<file path="config.mk">
export PLATFORM = sky130hd
export DESIGN_NAME = json_string_unescape_flat
export DESIGN_NICKNAME = d
export VERILOG_FILES = /design/src/design/jsu_pkg.sv /design/src/design/jsu_if.sv /design/src/design/jsu_decoder.sv /design/src/design/json_string_unescape.sv /design/src/flat_wrapper.sv
export SDC_FILE = /design/constraint.sdc
export NUM_CORES = 1
export LEC_CHECK = 0
export ABC_AREA = 0
export BUFFER_PORTS_ARGS = -buffer_cell sky130_fd_sc_hd__buf_2
export CAP_MARGIN = 20
export CORE_AREA = 5 5 88 90
export CTS_BUF_LIST = sky130_fd_sc_hd__clkbuf_4 sky130_fd_sc_hd__clkbuf_8
export CTS_CLUSTER_DIAMETER = 150
export DETAILED_ROUTE_END_ITERATION = 12
export DIE_AREA = 0 0 93 95
export PLACE_DENSITY = 0.77
export RECOVER_POWER = 100
export SYNTH_ARGS = -nofsm -noshare
export SYNTH_HDL_FRONTEND = slang
export SYNTH_HIERARCHICAL = 1
export SYNTH_SLANG_ARGS = --single-unit
</file>
<file path="constraint.sdc">
create_clock -name i_clk -period 3.5 [get_ports i_clk]
set_clock_uncertainty 0.05 [all_clocks]
set_input_delay 0.525 -clock i_clk [delete_from_list [all_inputs] [get_ports i_clk]]
set_output_delay 0.525 -clock i_clk [all_outputs]
set_load 0.005 [all_outputs]
</file>
<file path="src/design/jsu_pkg.sv">
package jsu_pkg;

    typedef enum logic [1:0] {
        MODE_NORMAL = 2'd0,
        MODE_ESCAPE = 2'd1,
        MODE_HEX    = 2'd2
    } t_mode;

    // Decode state carried between input bytes.
    typedef struct packed {
        t_mode       mode;
        logic [1:0]  hex_cnt;
        logic [15:0] code_point;
    } t_dec_state;

    // One result item, without the end-of-run marker.
    typedef struct packed {
        logic [7:0] out_byte;
        logic       byte_valid;
        logic       string_end;
        logic       truncated;
    } t_result;

    localparam int unsigned MaxResults = 3;

    // All results caused by one input byte.
    typedef struct packed {
        t_result [MaxResults-1:0] res;
        logic [1:0]               count;
    } t_dec_out;

    localparam t_dec_state DEC_STATE_RESET = '{mode: MODE_NORMAL, hex_cnt: 2'd0,
                                               code_point: 16'h0000};

endpackage

</file>
<file path="src/design/jsu_if.sv">
// Input channel: one raw string byte or an end-of-stream mark per transaction.
interface jsu_in_if;
    logic       valid;
    logic       ready;
    logic [7:0] data_byte;
    logic       stream_end;

    modport source (output valid, data_byte, stream_end, input ready);
    modport sink   (input valid, data_byte, stream_end, output ready);
endinterface

// Output channel: one decoded result per transaction.
interface jsu_out_if;
    logic       valid;
    logic       ready;
    logic [7:0] out_byte;
    logic       byte_valid;
    logic       string_end;
    logic       truncated;
    logic       last_of_run;

    modport source (output valid, out_byte, byte_valid, string_end, truncated, last_of_run,
                    input ready);
    modport sink   (input valid, out_byte, byte_valid, string_end, truncated, last_of_run,
                    output ready);
endinterface

</file>
<file path="src/design/jsu_decoder.sv">
// Per-byte decode: next state and up to three results.
module jsu_decoder (
    input  logic [7:0]          i_byte,
    input  logic                i_end,
    input  jsu_pkg::t_dec_state i_state,
    output jsu_pkg::t_dec_state o_state,
    output jsu_pkg::t_dec_out   o_out
);

    localparam logic [7:0]  CHAR_QUOTE     = 8'h22;
    localparam logic [7:0]  CHAR_BACKSLASH = 8'h5C;
    localparam logic [7:0]  CHAR_U         = 8'h75;
    localparam logic [7:0]  UTF8_LEAD2     = 8'hC0;
    localparam logic [7:0]  UTF8_LEAD3     = 8'hE0;
    localparam logic [7:0]  UTF8_CONT      = 8'h80;
    localparam logic [5:0]  UTF8_MASK      = 6'h3F;
    localparam logic [15:0] CP_TWO_MIN     = 16'h0080;
    localparam logic [15:0] CP_THREE_MIN   = 16'h0800;

    function automatic logic [3:0] hex_value(input logic [7:0] h);
        logic [3:0] v;
        v = 4'd0;
        if (h >= 8'h30 && h <= 8'h39) begin
            v = h[3:0];
        end else if ((h >= 8'h61 && h <= 8'h66) || (h >= 8'h41 && h <= 8'h46)) begin
            v = h[3:0] + 4'd9;
        end
        return v;
    endfunction

    function automatic logic [7:0] escape_char(input logic [7:0] e);
        logic [7:0] c;
        case (e)
            8'h62:   c = 8'h08;
            8'h66:   c = 8'h0C;
            8'h6E:   c = 8'h0A;
            8'h72:   c = 8'h0D;
            8'h74:   c = 8'h09;
            default: c = e;
        endcase
        return c;
    endfunction

    function automatic jsu_pkg::t_result byte_res(input logic [7:0] b);
        jsu_pkg::t_result r;
        r = '0;
        r.out_byte   = b;
        r.byte_valid = 1'b1;
        return r;
    endfunction

    logic [15:0] cp_next;

    assign cp_next = {i_state.code_point[11:0], hex_value(i_byte)};

    always_comb begin
        o_state = i_state;
        o_out   = '0;
        if (i_end) begin
            o_out.res[0].truncated = 1'b1;
            o_out.count            = 2'd1;
            o_state                = jsu_pkg::DEC_STATE_RESET;
        end else begin
            unique case (i_state.mode)
                jsu_pkg::MODE_ESCAPE: begin
                    if (i_byte == CHAR_U) begin
                        o_state.mode       = jsu_pkg::MODE_HEX;
                        o_state.hex_cnt    = 2'd0;
                        o_state.code_point = 16'h0000;
                    end else begin
                        o_out.res[0]  = byte_res(escape_char(i_byte));
                        o_out.count   = 2'd1;
                        o_state.mode  = jsu_pkg::MODE_NORMAL;
                    end
                end
                jsu_pkg::MODE_HEX: begin
                    if (i_state.hex_cnt == 2'd3) begin
                        // Fourth digit: emit UTF-8 and start over.
                        if (cp_next < CP_TWO_MIN) begin
                            o_out.res[0] = byte_res(cp_next[7:0]);
                            o_out.count  = 2'd1;
                        end else if (cp_next < CP_THREE_MIN) begin
                            o_out.res[0] = byte_res(UTF8_LEAD2 | {3'b000, cp_next[10:6]});
                            o_out.res[1] = byte_res(UTF8_CONT | {2'b00, cp_next[5:0] & UTF8_MASK});
                            o_out.count  = 2'd2;
                        end else begin
                            o_out.res[0] = byte_res(UTF8_LEAD3 | {4'b0000, cp_next[15:12]});
                            o_out.res[1] = byte_res(UTF8_CONT | {2'b00, cp_next[11:6] & UTF8_MASK});
                            o_out.res[2] = byte_res(UTF8_CONT | {2'b00, cp_next[5:0] & UTF8_MASK});
                            o_out.count  = 2'd3;
                        end
                        o_state = jsu_pkg::DEC_STATE_RESET;
                    end else begin
                        o_state.code_point = cp_next;
                        o_state.hex_cnt    = i_state.hex_cnt + 2'd1;
                    end
                end
                default: begin
                    if (i_byte == CHAR_QUOTE) begin
                        o_out.res[0].string_end = 1'b1;
                        o_out.count             = 2'd1;
                        o_state                 = jsu_pkg::DEC_STATE_RESET;
                    end else if (i_byte == CHAR_BACKSLASH) begin
                        o_state.mode = jsu_pkg::MODE_ESCAPE;
                    end else begin
                        o_out.res[0] = byte_res(i_byte);
                        o_out.count  = 2'd1;
                        o_state.mode = jsu_pkg::MODE_NORMAL;
                    end
                end
            endcase
        end
    end

endmodule

</file>
<file path="src/design/json_string_unescape.sv">
// An accepted byte is registered in the input stage, decoded combinationally,
// and its results are registered in the result buffer before they leave.
// Throughput: one input byte per cycle while the output is ready and each byte
// gives at most one result; the last digit of a \u escape gives up to three
// results, drained one per cycle while the output is ready; the next byte waits.
// Reset (i_rst_n low, synchronous) empties both stages and returns decoding to
// the normal string-body mode with no escape or code point pending.
module json_string_unescape (
    input  logic      i_clk,
    input  logic      i_rst_n,
    jsu_in_if.sink    i_in,
    jsu_out_if.source o_out
);

    // Input stage: the accepted byte waits here until the result buffer can
    // take everything it produces. This lets a new transaction land while the
    // output side is stalled on an earlier result.
    logic       r_a_valid;
    logic [7:0] r_a_byte;
    logic       r_a_end;

    // Decode state, advanced when the input stage moves into the buffer.
    jsu_pkg::t_dec_state r_state;
    jsu_pkg::t_dec_state n_state;
    jsu_pkg::t_dec_out   dec_out;

    // Result buffer: a short shift line, head at index 0, r_cnt entries live.
    jsu_pkg::t_result r_res [jsu_pkg::MaxResults];
    logic [1:0]       r_cnt;

    logic in_take;
    logic out_take;
    logic buf_free;
    logic a_move;

    jsu_decoder u_decoder (
        .i_byte  (r_a_byte),
        .i_end   (r_a_end),
        .i_state (r_state),
        .o_state (n_state),
        .o_out   (dec_out)
    );

    assign out_take = o_out.valid && o_out.ready;
    // Buffer can reload when empty or when its final entry leaves this cycle.
    assign buf_free = (r_cnt == 2'd0) || ((r_cnt == 2'd1) && o_out.ready);
    assign a_move   = r_a_valid && buf_free;
    assign i_in.ready = !r_a_valid || a_move;
    assign in_take  = i_in.valid && i_in.ready;

    always_ff @(posedge i_clk) begin
        if (!i_rst_n) begin
            r_a_valid <= 1'b0;
        end else if (in_take) begin
            r_a_valid <= 1'b1;
        end else if (a_move) begin
            r_a_valid <= 1'b0;
        end
    end

    always_ff @(posedge i_clk) begin
        if (in_take) begin
            r_a_byte <= i_in.data_byte;
            r_a_end  <= i_in.stream_end;
        end
    end

    always_ff @(posedge i_clk) begin
        if (!i_rst_n) begin
            r_state <= jsu_pkg::DEC_STATE_RESET;
        end else if (a_move) begin
            r_state <= n_state;
        end
    end

    always_ff @(posedge i_clk) begin
        if (!i_rst_n) begin
            r_cnt <= 2'd0;
        end else if (a_move) begin
            r_cnt <= dec_out.count;
        end else if (out_take) begin
            r_cnt <= r_cnt - 2'd1;
        end
    end

    // Results of one byte enter at once; res[0] goes out first.
    always_ff @(posedge i_clk) begin
        if (a_move) begin
            for (int i = 0; i < jsu_pkg::MaxResults; i++) begin
                r_res[i] <= dec_out.res[i];
            end
        end else if (out_take) begin
            for (int i = 0; i < jsu_pkg::MaxResults - 1; i++) begin
                r_res[i] <= r_res[i+1];
            end
        end
    end

    assign o_out.valid       = (r_cnt != 2'd0);
    assign o_out.out_byte    = r_res[0].out_byte;
    assign o_out.byte_valid  = r_res[0].byte_valid;
    assign o_out.string_end  = r_res[0].string_end;
    assign o_out.truncated   = r_res[0].truncated;
    assign o_out.last_of_run = (r_cnt == 2'd1);

endmodule

</file>
<file path="src/flat_wrapper.sv">
// flat-port wrapper written by rule: the top's interface ports become plain ports
module json_string_unescape_flat 
  (i_clk, i_rst_n, i_in_valid, i_in_data_byte, i_in_stream_end, i_in_ready, o_out_valid, o_out_out_byte, o_out_byte_valid, o_out_string_end, o_out_truncated, o_out_last_of_run, o_out_ready);
  jsu_in_if i_in_i ();
  jsu_out_if o_out_i ();
  input  logic i_clk;
  input  logic i_rst_n;
  input wire logic [$bits(i_in_i.valid)-1:0] i_in_valid;
  input wire logic [$bits(i_in_i.data_byte)-1:0] i_in_data_byte;
  input wire logic [$bits(i_in_i.stream_end)-1:0] i_in_stream_end;
  output wire logic [$bits(i_in_i.ready)-1:0] i_in_ready;
  output wire logic [$bits(o_out_i.valid)-1:0] o_out_valid;
  output wire logic [$bits(o_out_i.out_byte)-1:0] o_out_out_byte;
  output wire logic [$bits(o_out_i.byte_valid)-1:0] o_out_byte_valid;
  output wire logic [$bits(o_out_i.string_end)-1:0] o_out_string_end;
  output wire logic [$bits(o_out_i.truncated)-1:0] o_out_truncated;
  output wire logic [$bits(o_out_i.last_of_run)-1:0] o_out_last_of_run;
  input wire logic [$bits(o_out_i.ready)-1:0] o_out_ready;
  assign i_in_i.valid = i_in_valid;
  assign i_in_i.data_byte = i_in_data_byte;
  assign i_in_i.stream_end = i_in_stream_end;
  assign i_in_ready = i_in_i.ready;
  assign o_out_valid = o_out_i.valid;
  assign o_out_out_byte = o_out_i.out_byte;
  assign o_out_byte_valid = o_out_i.byte_valid;
  assign o_out_string_end = o_out_i.string_end;
  assign o_out_truncated = o_out_i.truncated;
  assign o_out_last_of_run = o_out_i.last_of_run;
  assign o_out_i.ready = o_out_ready;
  json_string_unescape u_core (.i_clk(i_clk), .i_rst_n(i_rst_n), .i_in(i_in_i), .o_out(o_out_i));
endmodule
</file>
After elaboration in Yosys (flattened, before gate mapping)
Memories as Yosys holds them, arrays and structs flattened.
Index checks and enable logic that the tools add are counted.
Cells by class
  add/subtract/negate cells: 3
  $mul: 0
  div/mod/pow operators: 0
  magnitude comparators: 8
  eq/ne operators: 14
  shift-type cells: 0
  multiplexer cells: 38
  bitwise logic cells: 2
  reductions and logical operators: 18
Operators with widths (number)
  two-way mux 22 bit: 3
  == test 8 x 7 -> 1 bit (second input constant): 7
  two-way mux 18 bit: 3
  one-hot mux 20 bit (2 select lines): 1
  one-hot mux 8 bit (5 select lines): 1
  two-way mux 13 bit: 3
  two-way mux 35 bit: 1
  two-way mux 11 bit: 3
  two-way mux 32 bit: 1
  one-hot mux 13 bit (2 select lines): 1
  two-way mux 20 bit: 1
  >= comparator 8 x 7 -> 1 bit (second input constant): 2
  <= comparator 8 x 7 -> 1 bit (second input constant): 2
  < comparator 16 x 12 -> 1 bit (second input constant): 1
  < comparator 16 x 8 -> 1 bit (second input constant): 1
  two-way mux 1 bit: 11
  two-way mux 2 bit: 5
  two-way mux 9 bit: 1
  == test 8 x 6 -> 1 bit (second input constant): 1
  >= comparator 8 x 6 -> 1 bit (second input constant): 1
  <= comparator 8 x 6 -> 1 bit (second input constant): 1
  two-way mux 4 bit: 2
  logical AND 1 bit: 7
  != test 3 x 2 -> 1 bit (second input constant): 2
  14 further kinds: 21
Word-level totals
  flip-flop bits (word level): 28
  bits in latches: 0
  memory bits (writable): 33
  ROM bits: 0
  input bits: 13
  output and inout port bits: 14
  logic and storage cells: 91
  memories: 1
Memory list
  u_core.r_res: words 3, width 11, read ports 3, clocked after Yosys merged registers in 0, write ports 3, line json_string_unescape.sv:28  | jsu_pkg::t_result r_res [jsu_pkg::MaxResults];

Longest topological paths before layout
Gate-level depths: netlist of the first run.
  word-level depth: 12
  mapped depth: 11
  mapped depth without buffers: 9

Cells and area by module
The synthesis of the first run kept the hierarchy.
Modules (own cells, without submodules)
  json_string_unescape: times used 1, cells each 193, area each 2675.1 µm², seq. area each 1721.7 µm²
  jsu_decoder: times used 1, cells each 200, area each 1292.5 µm², seq. area each 0.0 µm²

Worst setup path before layout of the first run
OpenSTA, ideal clock, no wires.
  kind: register -> register
  start point: register u_core.r_a_byte[0]
  end point: memory u_core/r_res[0][4] in the netlist's numbering, data pin
  setup time: 0.260 ns
  arrival time: 2.054 ns
  required time: 3.190 ns
  slack: 1.135 ns
  cell stages (with the launch flop): 9
  buffers on the path: 0
  period minus slack after synthesis: 2.365 ns
  cells stage by stage: edfxtp_1 inv_1 ha_1 or3b_2 nand3_1 o22ai_1 o2111ai_1 o211ai_1 mux2_4
RTL lines
  start, declared: line json_string_unescape.sv:19  | logic [7:0] r_a_byte;
  start signal, assigned: line json_string_unescape.sv:63  | r_a_byte <= i_in.data_byte;
  end, declared: line json_string_unescape.sv:28

==> impl_summary.log, run 1 <==
[metrics] cell-internal power: 1.26 mW
[metrics] global-route usage over all layers: 19.3%
[metrics] element type at the critical path end: register
[metrics] Power, Total: 1.80 mW
[metrics] Final period util: 88.0%
[metrics] gate count after technology mapping: 369
[metrics] Cell Rows: 31
[metrics] relative max-transition margin: -5.46%
[metrics] final critical-path setup slack: 418 ps
[metrics] DRC viols: 0
[metrics] final RePlAce weighted congestion: 0.923
[metrics] Clk Latency, worst-skew pair: 340 ps
[metrics] Slew Viols, Final: 15
[metrics] layout-stage area growth over the synthesis result: 1.59%
[metrics] max-cap check violation count: 1
[metrics] final critical delay including setup and external delays: 3080 ps
[metrics] Clk network pwr share: 30.3%
[metrics] NetSw: 0.544 mW
[metrics] fmax: 325 MHz
[metrics] wire length of the first global-routing pass: 13.2 mm
[metrics] total inserted antenna cells: 0
[metrics] Final Hold Violating Endpoints: 0
[metrics] CTS tree: done
[metrics] setup repair after global routing missed its margin: false
[metrics] Root Driver: sky130_fd_sc_hd__clkbuf_8
[metrics] area enclosed by the die boundary: 8840 sq um
[metrics] final cell count without fillers: 459
[metrics] hold crit path type: input port to register
[metrics] Num CTS Buffers: 9
[metrics] Worst IR Drop VDD: 0.235 mV
[metrics] sequential cell fraction of total power: 51.7%
[metrics] clock sink total: 61
[metrics] synthesized area divided by synthesized cell count: 10.3 sq um
[metrics] power density cells: 469 nW/um^2
[metrics] cts-stage hold buffer count: 0
[metrics] clock transition at the registers of the reported paths: 70 ps
[metrics] placement-stage worst setup slack: 667 ps
[metrics] HPWL after detailed placement: 5.55 mm
[metrics] Vert. Die Dim: 95 microns
[metrics] synthesized area: 3780 sq um
[metrics] count of nets left with antenna violations after detail routing: 0
[metrics] gr ovfl total: 0
[metrics] post-CTS repair timing setup buffer count: 0
[metrics] number of global-route vias before repair: 2570
[metrics] I/O pins: 27
[metrics] placed instance count: 443
[metrics] DRT Pass-1 Iters: 5
[metrics] net count of the finished layout: 394
[metrics] total of warnings raised by yosys: 6
[metrics] WHS: 306 ps
[metrics] Leak Pwr: 1.39 nW
[metrics] buffers from clock root to sink, at most: 2
[metrics] violations in the final reports: max-capacitance violations, max-slew violations
[metrics] required time at the endpoint of the critical path: 3540 ps
[metrics] Routed Wire Length: 7.96 mm
[metrics] slew of the pin with the lowest slew margin: 1580 ps
[metrics] largest net degree at the start of global routing: 27
[metrics] Buffers on Ports: 26
[metrics] proportion of power drawn by combinational gates: 18.0%
[metrics] outcome: complete, but fails checks
[metrics] post-cts resize count: 0
[metrics] violation count after the first detailed-route iteration: 244
[metrics] Worst EP arrival: 3120 ps
[metrics] starting utilization of the core area: 54.2%
[metrics] total vias in the final route: 2788
[metrics] critical path fanouts, max: 19
[metrics] initial antenna violation count: 0
[metrics] crit start category: register
[metrics] average wire per standard cell: 17.3 microns
[metrics] crit path kind: register to register
[metrics] summed negative setup slack over all endpoints: 0 ps
[metrics] area of the core: 6980 sq um
[metrics] fraction of final layout cells with drive strength greater than 1: 13.3%
[metrics] vias per std cell: 6.07
[metrics] total number of H-tree levels: 3
[metrics] proportion of total power due to net switching: 30.2%
[metrics] count of endpoints failing setup in the final report: 0
[metrics] chip width: 93 microns
-- placed cells by master (no fill, tap or decap), types with 3 or more instances in the layout --
| cell | n |
|---|---|
| sky130_fd_sc_hd__o2111ai_1 | 3 |
| sky130_fd_sc_hd__clkbuf_8 | 9 |
| sky130_fd_sc_hd__o21ai_0 | 20 |
| sky130_fd_sc_hd__or2_0 | 3 |
| sky130_fd_sc_hd__nand3_1 | 26 |
| sky130_fd_sc_hd__nand4b_1 | 4 |
| sky130_fd_sc_hd__nor2_1 | 26 |
| sky130_fd_sc_hd__clkbuf_1 | 13 |
| sky130_fd_sc_hd__nand2_1 | 11 |
| sky130_fd_sc_hd__edfxtp_1 | 42 |
| sky130_fd_sc_hd__a31oi_1 | 3 |
| sky130_fd_sc_hd__mux2_4 | 6 |
| sky130_fd_sc_hd__clkinv_4 | 4 |
| sky130_fd_sc_hd__and2_0 | 5 |
| sky130_fd_sc_hd__ha_1 | 9 |
| sky130_fd_sc_hd__nor4_1 | 4 |
| sky130_fd_sc_hd__a21o_1 | 4 |
| sky130_fd_sc_hd__a22oi_1 | 12 |
| sky130_fd_sc_hd__nand2b_1 | 4 |
| sky130_fd_sc_hd__conb_1 | 6 |
| sky130_fd_sc_hd__dfxtp_1 | 19 |
| sky130_fd_sc_hd__nor3_1 | 8 |
| sky130_fd_sc_hd__buf_4 | 4 |
| sky130_fd_sc_hd__a22o_1 | 5 |
| sky130_fd_sc_hd__a21oi_1 | 31 |
| sky130_fd_sc_hd__o21bai_1 | 4 |
| sky130_fd_sc_hd__buf_2 | 15 |
| sky130_fd_sc_hd__inv_1 | 17 |
| sky130_fd_sc_hd__and2_1 | 3 |
| sky130_fd_sc_hd__mux2_1 | 16 |
-- routing by layer --
metal	wire length (microns)	up-vias	track usage, %
met4	139	0	8.18
met2	3790	97	29.9
met1	3620	1320	26.2
li1	-	1356	-
met5	0	-	0
met3	406	15	4.06
-- worst max-delay path, stage by stage, from the launching register on --
cell and delay [ps]:
sky130_fd_sc_hd__edfxtp_1 590, sky130_fd_sc_hd__or3_1 480, sky130_fd_sc_hd__o41ai_2 320, sky130_fd_sc_hd__clkbuf_1 670, sky130_fd_sc_hd__or2_1 310, sky130_fd_sc_hd__a221oi_1 120
sky130_fd_sc_hd__mux2_4 290
-- registers in the layout (all words and copies together) (netlist names) --
| name | flops |
|---|---|
| u_core/r_a_byte | 8 |
| u_core/r_a_end | 1 |
| u_core/r_a_valid | 1 |
| u_core/r_cnt | 2 |
| u_core/r_res | 33 |
| u_core/r_state | 16 |
-- power by group through the flow --
stage               logic, mW  registers [mW]  clock network, mW
floorplan               0.354           0.918                  0
global placement        0.367           0.943                  0
detailed placement      0.372           0.947                  0
CTS                     0.373           0.931              0.561
global route            0.361           0.938              0.597
finish                  0.324           0.930              0.546
-- final timing paths --
check,startpoint,endpoint,slack [ps],cells past startpoint
setup / recovery,u_core/r_a_byte[3]$_DFFE_PP_,u_core/r_res[0][6]$_DFFE_PP_,420,6
hold / removal,i_in_data_byte[2],u_core/r_a_byte[2]$_DFFE_PP_,310,1
setup reg to reg,u_core/r_a_byte[3]$_DFFE_PP_,u_core/r_res[0][6]$_DFFE_PP_,420,6
hold reg to reg,u_core/r_state[17]$_SDFFE_PN0P_,u_core/r_state[17]$_SDFFE_PN0P_,450,2
-- per-stage QoR --
step                      area, sq um  util (%)
final                            3840      55.0
after global routing             3840      55.0
after CTS                        3950      56.5
after detailed placement         3770      54.0
after global placement           3770      54.0
after floorplan                  3800         -
-- final cells by class --
type / instances / area [sq um]
repair buffers: 32 / 154
clock inverters: 7 / 52.6
clock buffers: 9 / 124
multi-input cells: 251 / 1700
inverters: 17 / 63.8
flip-flops and latches: 61 / 1640
well taps: 82 / 103
fillers: 613 / 3140
Note: power is estimated with default switching activity, not from simulation.
==> run 2: changes to the inputs <==
CELL_PAD_IN_SITES_DETAIL_PLACEMENT = 0   (was default)
CELL_PAD_IN_SITES_GLOBAL_PLACEMENT = 1   (was default)
CORE_AREA = 5 5 92 94   (was 5 5 88 90)
DIE_AREA = 0 0 97 99   (was 0 0 93 95)
PLACE_DENSITY = default   (was 0.77)
PLACE_DENSITY_LB_ADDON = 0.1   (was default)
==> run 2 against run 1 <==
Compared with the run above:
- the flow now finishes without violations
- first-iteration DRC count down 53%
- cell area up 1.6%
- register-to-register slack better by 340 ps
- total power up 4.5%
- final cell count up 4.8%
- global-route usage down 0.73 points
- sequential share of layout area down 0.67 points
- critical path depth unchanged
- wire length up 9.6%
- utilization down 3.4 points
- critical path type unchanged
- highest routed layer unchanged
==> impl_summary.log, run 2 (same netlist as run 1, synthesis figures left out) <==
[metrics] CTS tree: done
[metrics] WHS: 310 ps (+3.89 ps)
[metrics] initial antenna violation count: 0 (unchanged)
[metrics] Root Driver: sky130_fd_sc_hd__clkbuf_8
[metrics] number of global-route vias before repair: 2716 (+5.7%)
[metrics] violation count after the first detailed-route iteration: 115 (-53%)
[metrics] placed instance count: 465 (+5.0%)
[metrics] chip width: 97 microns (+4.3%)
[metrics] final cell count without fillers: 481 (+4.8%)
[metrics] Worst IR Drop VDD: 0.276 mV (+18%)
[metrics] I/O pins: 27 (unchanged)
[metrics] largest reg by FF count: u_core/r_res
[metrics] max-cap check violation count: 0 (-1)
[metrics] crit start category: register
[metrics] Cell Rows: 32 (+3.2%)
[metrics] total number of H-tree levels: 3 (unchanged)
[metrics] clock transition at the registers of the reported paths: 70 ps (about the same)
[metrics] cell area after placement: 3810 sq um (+1.1%)
[metrics] global-route usage over all layers: 18.6% (-0.73 points)
[metrics] wire length of the first global-routing pass: 14.2 mm (+7.7%)
[metrics] total inserted antenna cells: 0 (unchanged)
[metrics] layout-stage area growth over the synthesis result: 3.21%
[metrics] chain of cells forming the critical path: or3_1 > o41ai_1 > buf_4 > or2_0 > o31ai_1 > mux2_1
[metrics] biggest cell delay along the critical path: 590 ps (-80 ps)
[metrics] element type at the critical path end: register
[metrics] Leak Pwr: 1.40 nW (+0.61%)
[metrics] relative max-transition margin: 22.8% (+28 points)
[metrics] crit path kind: register to register
[metrics] largest net degree at the start of global routing: 27 (unchanged)
[metrics] HPWL after detailed placement: 6.15 mm (+11%)
[metrics] area enclosed by the die boundary: 9600 sq um (+8.7%)
[metrics] net count of the finished layout: 396 (+0.51%)
[metrics] required time at the endpoint of the critical path: 3540 ps (about the same)
[metrics] Regs by FF count: u_core/r_res x33, u_core/r_state x16, u_core/r_a_byte x8
[metrics] final RePlAce weighted congestion: 0.886 (-4.0%)
[metrics] Final period util: 78.4% (-9.6 points)
[metrics] Buffers on Ports: 26 (unchanged)
[metrics] setup repair after global routing missed its margin: false
[metrics] starting utilization of the core area: 50.0% (-4.2 points)
[metrics] power density cells: 482 nW/um^2 (+2.9%)
[metrics] vias per std cell: 5.86 (-3.5%)
[metrics] final critical delay including setup and external delays: 2740 ps (-338 ps)
[metrics] total vias in the final route: 2820 (+1.1%)
[metrics] DRT Pass-1 Iters: 4 (-1)
[metrics] Worst EP arrival: 2780 ps (-340 ps)
[metrics] Routed Wire Length: 8.72 mm (+9.6%)
[metrics] buffers from clock root to sink, at most: 2 (unchanged)
[metrics] count of endpoints failing setup in the final report: 0 (unchanged)
[metrics] slew of the pin with the lowest slew margin: 1150 ps (-424 ps)
[metrics] hold crit path type: input port to register
[metrics] post-CTS repair timing setup buffer count: 0 (unchanged)
[metrics] summed negative setup slack over all endpoints: 0 ps (unchanged)
[metrics] highest-count cells in the layout ignoring fill and taps: 42 x sky130_fd_sc_hd__edfxtp_1, 30 x sky130_fd_sc_hd__a21oi_1, 26 x sky130_fd_sc_hd__nand3_1, 26 x sky130_fd_sc_hd__nor2_1
[metrics] internal reg-to-reg setup slack: 760 ps (+340 ps)
[metrics] max FFs per register: 33 (unchanged)
[metrics] fraction of final layout cells with drive strength greater than 1: 14.8% (+1.5 points)
[metrics] gr ovfl total: 0 (unchanged)
[metrics] area of the core: 7570 sq um (+8.4%)
[metrics] critical-path cell with the highest stage delay: sky130_fd_sc_hd__edfxtp_1
[metrics] average wire per standard cell: 18.1 microns (+4.6%)
[metrics] count of nets left with antenna violations after detail routing: 0 (unchanged)
[metrics] fmax: 364 MHz (+12%)
[metrics] Clk Latency, worst-skew pair: 340 ps (about the same)
[metrics] Final Hold Violating Endpoints: 0 (unchanged)
[metrics] cts-stage hold buffer count: 0 (unchanged)
[metrics] DRC viols: 0 (unchanged)
[metrics] post-cts resize count: 0 (unchanged)
[metrics] Final Instance Area: 3900 sq um (+1.6%)
[metrics] outcome: finished, final reports clean
[metrics] Num CTS Buffers: 9 (unchanged)
[metrics] Slew Viols, Final: 0 (-15)
[metrics] critical path fanouts, max: 19 (unchanged)
[metrics] most frequent standard cell in the layout excluding fill and tap cells: sky130_fd_sc_hd__edfxtp_1
[metrics] Vert. Die Dim: 99 microns (+4.2%)
[metrics] clock sink total: 61 (unchanged)
[run 2: where the power goes]
group	leakage, nW	internal (mW)	switching (mW)
clock	0.0918	0.330	0.299
combinational	0.746	0.114	0.213
sequential	0.559	0.881	0.0449
total	1.40	1.33	0.556
[run 2: cell type report]
class | count | area, sq um
clock buffers | 9 | 124
clock inverters | 7 | 75.1
multi-input cells | 251 | 1700
inverters | 17 | 63.8
repair buffers | 34 | 174
flip-flops and latches | 61 | 1640
fillers | 723 | 3660
well taps | 102 | 128
[run 2: worst max-delay path, delay by kind of cell, from the launching register on]
family	cells	cell delay, ps
DFF	1	590
buffers and inverters	1	300
AOI/OAI and AO/OA	2	470
muxes	1	290
and+or+nand+nor	2	790
[run 2: path summary, 6_finish.rpt]
kind                                    from                              end  cells after the start
max             u_core/r_a_byte[3]$_DFFE_PP_     u_core/r_res[0][7]$_DFFE_PP_                      6
min                        i_in_data_byte[4]     u_core/r_a_byte[4]$_DFFE_PP_                      1
max reg2reg     u_core/r_a_byte[3]$_DFFE_PP_     u_core/r_res[0][7]$_DFFE_PP_                      6
min reg2reg  u_core/r_state[19]$_SDFFE_PN0P_  u_core/r_state[19]$_SDFFE_PN0P_                      2
[run 2: layer usage]
metal / GRT usage, % / vias to the layer above / wire, microns
li1: - / 1359 / -
met2: 29.7 / 67 / 4040
met1: 25.0 / 1379 / 4190
met4: 7.45 / 0 / 180
met3: 3.33 / 15 / 310
met5: 0 / - / 0
[run 2: stage by stage]
stage	setup slack, ps	util (%)	power, mW
floorplan	1140	-	1.27
global placement	896	50.3	1.32
detailed placement	858	50.3	1.32
CTS	849	53.0	1.95
global route	452	51.6	1.98
finish	756	51.6	1.88
==> run 3: changes to the inputs <==
CORE_AREA = 5 5 96 98   (was 5 5 92 94)
DIE_AREA = 0 0 101 103   (was 0 0 97 99)
clock period = 2.72 ns   (was 3.5 ns; I/O delays follow)
==> run 3 against run 2 <==
Compared with the run above:
- final cell count rose by 3.1%
- via count is essentially flat
- global-route usage rose by 0.43 points
- cell area grew 3.1%
- register-to-register slack got worse by 610 ps
- fmax is 6.5% higher
- largest cell class unchanged
- highest routed layer unchanged
- total power increased by 35%
==> impl_summary.log, run 3 (same netlist as run 1, synthesis figures left out) <==
[metrics] summed negative setup slack over all endpoints: 0 ps (unchanged)
[metrics] fraction of final layout cells with drive strength greater than 1: 18.3% (+3.5 points)
[metrics] initial antenna violation count: 0 (unchanged)
[metrics] max FFs per register: 33 (unchanged)
[metrics] wire length of the first global-routing pass: 15.2 mm (+7.5%)
[metrics] Worst EP arrival: 2740 ps (-40 ps)
[metrics] post-CTS repair timing setup buffer count: 0 (unchanged)
[metrics] clock sink total: 61 (unchanged)
[metrics] WHS Endpoint: u_core/r_a_byte[4]$_DFFE_PP_
[metrics] required time at the endpoint of the critical path: 2880 ps (-660 ps)
[metrics] critical hold path startpoint: i_in_data_byte[4]
[metrics] Final Hold Violating Endpoints: 0 (unchanged)
[metrics] power density cells: 632 nW/um^2 (+31%)
[metrics] global-route met3 utilization: 4.53% (+1.2 points)
[metrics] I/O pins: 27 (unchanged)
[metrics] setup repair after global routing missed its margin: false
[metrics] largest net degree at the start of global routing: 27 (unchanged)
[metrics] slew of the pin with the lowest slew margin: 1040 ps (-111 ps)
[metrics] hold crit path type: input port to register
[metrics] count of nets left with antenna violations after detail routing: 0 (unchanged)
[metrics] number of cells on the worst reg-to-reg path: 8 (+2)
[metrics] buffers from clock root to sink, at most: 2 (unchanged)
[metrics] Final period util: 94.7% (+16 points)
[metrics] global-route usage over all layers: 19.0% (+0.43 points)
[metrics] routing usage on met1: 25.3% (+0.26 points)
[metrics] proportion of power drawn by combinational gates: 19.2% (+1.8 points)
[metrics] chip width: 101 microns (+4.1%)
[metrics] sequential cell fraction of total power: 46.2% (-3.0 points)
[metrics] Routed Wire Length: 9.37 mm (+7.5%)
[metrics] area of the core: 8380 sq um (+11%)
[metrics] crit start category: register
[metrics] DRC viols: 0 (unchanged)
[metrics] proportion of total power due to net switching: 28.6% (-0.90 points)
[metrics] total number of H-tree levels: 3 (unchanged)
[metrics] Final Instance Area: 4030 sq um (+3.1%)
[metrics] internal reg-to-reg setup slack: 140 ps (-610 ps)
[metrics] Clk Latency, worst-skew pair: 340 ps (about the same)
[metrics] layer carrying the most global-route usage: met2
[metrics] vias per std cell: 5.68 (-3.1%)
[metrics] Buffers on Ports: 26 (unchanged)
[metrics] final cell count without fillers: 496 (+3.1%)
[metrics] critical path fanouts, max: 6 (-13)
[metrics] CTS tree: done
[metrics] Leak Pwr: 1.47 nW (+5.4%)
[metrics] final critical delay including setup and external delays: 2580 ps (-168 ps)
[metrics] reg-to-reg critical path startpoint: u_core/r_a_byte[0]$_DFFE_PP_
[metrics] worst flop-to-flop path endpoint: u_core/r_res[0][3]$_DFFE_PP_
[metrics] final RePlAce weighted congestion: 0.851 (-3.9%)
[metrics] Worst IR Drop VDD: 0.461 mV (+67%)
[metrics] HPWL after detailed placement: 6.52 mm (+6.0%)
[metrics] Cell Rows: 34 (+6.3%)
[metrics] Vert. Die Dim: 103 microns (+4.0%)
[metrics] placed instance count: 480 (+3.2%)
[metrics] Regs by FF count: u_core/r_res x33, u_core/r_state x16, u_core/r_a_byte x8
[metrics] fmax: 388 MHz (+6.5%)
[metrics] layout-stage area growth over the synthesis result: 6.45%
[metrics] area enclosed by the die boundary: 10400 sq um (+8.3%)
[metrics] highest-count cells in the layout ignoring fill and taps: 42 x sky130_fd_sc_hd__edfxtp_1, 31 x sky130_fd_sc_hd__a21oi_1, 26 x sky130_fd_sc_hd__nor2_1
[metrics] Root Driver: sky130_fd_sc_hd__clkbuf_8
[metrics] largest reg by FF count: u_core/r_res
[metrics] NetSw: 0.729 mW (+31%)
[metrics] number of global-route vias before repair: 2801 (+3.1%)
[metrics] crit path kind: register to register
[metrics] outcome: finished, final reports clean
[metrics] Clk network pwr share: 34.6% (+1.2 points)
[metrics] average wire per standard cell: 18.9 microns (+4.2%)
[metrics] cts-stage hold buffer count: 0 (unchanged)
[metrics] cell area after placement: 3880 sq um (+2.0%)
[metrics] count of endpoints failing setup in the final report: 0 (unchanged)
[metrics] gr ovfl total: 0 (unchanged)
[metrics] cell-internal power: 1.82 mW (+37%)
[metrics] net count of the finished layout: 405 (+2.3%)
[metrics] clock transition at the registers of the reported paths: 70 ps (about the same)
[metrics] Num CTS Buffers: 9 (unchanged)
[metrics] total vias in the final route: 2818 (-0.071%)
[metrics] most frequent standard cell in the layout excluding fill and tap cells: sky130_fd_sc_hd__edfxtp_1
[metrics] total inserted antenna cells: 0 (unchanged)
[metrics] Power, Total: 2.55 mW (+35%)
[metrics] Final Core Density: 48.0% (-3.5 points)
[metrics] relative max-transition margin: 30.5% (+7.6 points)
[metrics] element type at the critical path end: register
[metrics] max-cap check violation count: 0 (unchanged)
[metrics] violation count after the first detailed-route iteration: 155 (+35%)
[metrics] starting utilization of the core area: 45.1% (-4.9 points)
[metrics] cell count of the worst hold path: 1 (unchanged)
[metrics] DRT Pass-1 Iters: 4 (unchanged)
[metrics] met2 routing resource usage after global routing: 30.2% (+0.51 points)
[metrics] Slew Viols, Final: 0 (unchanged)
## run 3: critical path, stage by stage, from the launching register on
cell                        delay, ps
sky130_fd_sc_hd__edfxtp_1         420
sky130_fd_sc_hd__inv_2            140
sky130_fd_sc_hd__ha_1             230
sky130_fd_sc_hd__o21bai_1         110
sky130_fd_sc_hd__a2111o_1         500
sky130_fd_sc_hd__o21ai_2          270
sky130_fd_sc_hd__o2111ai_1        220
sky130_fd_sc_hd__a221oi_2         330
sky130_fd_sc_hd__mux2_4           190
## run 3: worst max-delay path by stage
stage                                      start                      endpoint  slack (ps)  cells after the start
global route        u_core/r_a_byte[0]$_DFFE_PP_  u_core/r_res[0][7]$_DFFE_PP_           7                      8
floorplan           u_core/r_a_byte[0]$_DFFE_PP_  u_core/r_res[0][4]$_DFFE_PP_         360                      8
global placement    u_core/r_a_byte[3]$_DFFE_PP_  u_core/r_res[0][6]$_DFFE_PP_          30                      7
CTS                 u_core/r_a_byte[0]$_DFFE_PP_  u_core/r_res[0][3]$_DFFE_PP_          40                      8
detailed placement  u_core/r_a_byte[0]$_DFFE_PP_  u_core/r_res[0][6]$_DFFE_PP_         -30                      8
finish              u_core/r_a_byte[0]$_DFFE_PP_  u_core/r_res[0][3]$_DFFE_PP_         140                      8
## run 3: layout make-up
class | count | area (sq um)
Fill cell | 812 | 4350
Multi-Input combinational cell | 251 | 1750
Sequential cell | 61 | 1640
Timing Repair Buffer | 43 | 226
Tap cell | 108 | 135
Clock buffer | 9 | 124
Clock inverter | 7 | 90.1
Inverter | 17 | 63.8
## run 3: per-layer routing
layer	vias up	share of wire [%]	routed length (microns)
met3	14	4.4	417
li1	1379	-	-
met2	66	47	4370
met1	1359	47	4410
met5	-	0	0
met4	0	1.9	178
## run 3: per-stage QoR
| stage | hold slack [ps] | setup WS, ps |
|---|---|---|
| global route | 165 | 7.20 |
| CTS | 171 | 36.7 |
| floorplan | 420 | 355 |
| detailed placement | 445 | -30.8 |
| global placement | 430 | 29.9 |
| finish | 192 | 144 |
## run 3: what timing repair did
action | CTS | global route
cloned | 0 | 0
setup endpoints to repair | 1 | 3
hold endpoints to repair | 0 | 0
gates resized for setup | 1 | 3
## run 3: power groups by stage
stage               clock [mW]  sequential [mW]  combinational [mW]
detailed placement           0             1.20               0.547
finish                   0.882             1.18               0.488
global route             0.956             1.19               0.539
floorplan                    0             1.18               0.455
global placement             0             1.19               0.544
CTS                      0.915             1.18               0.551
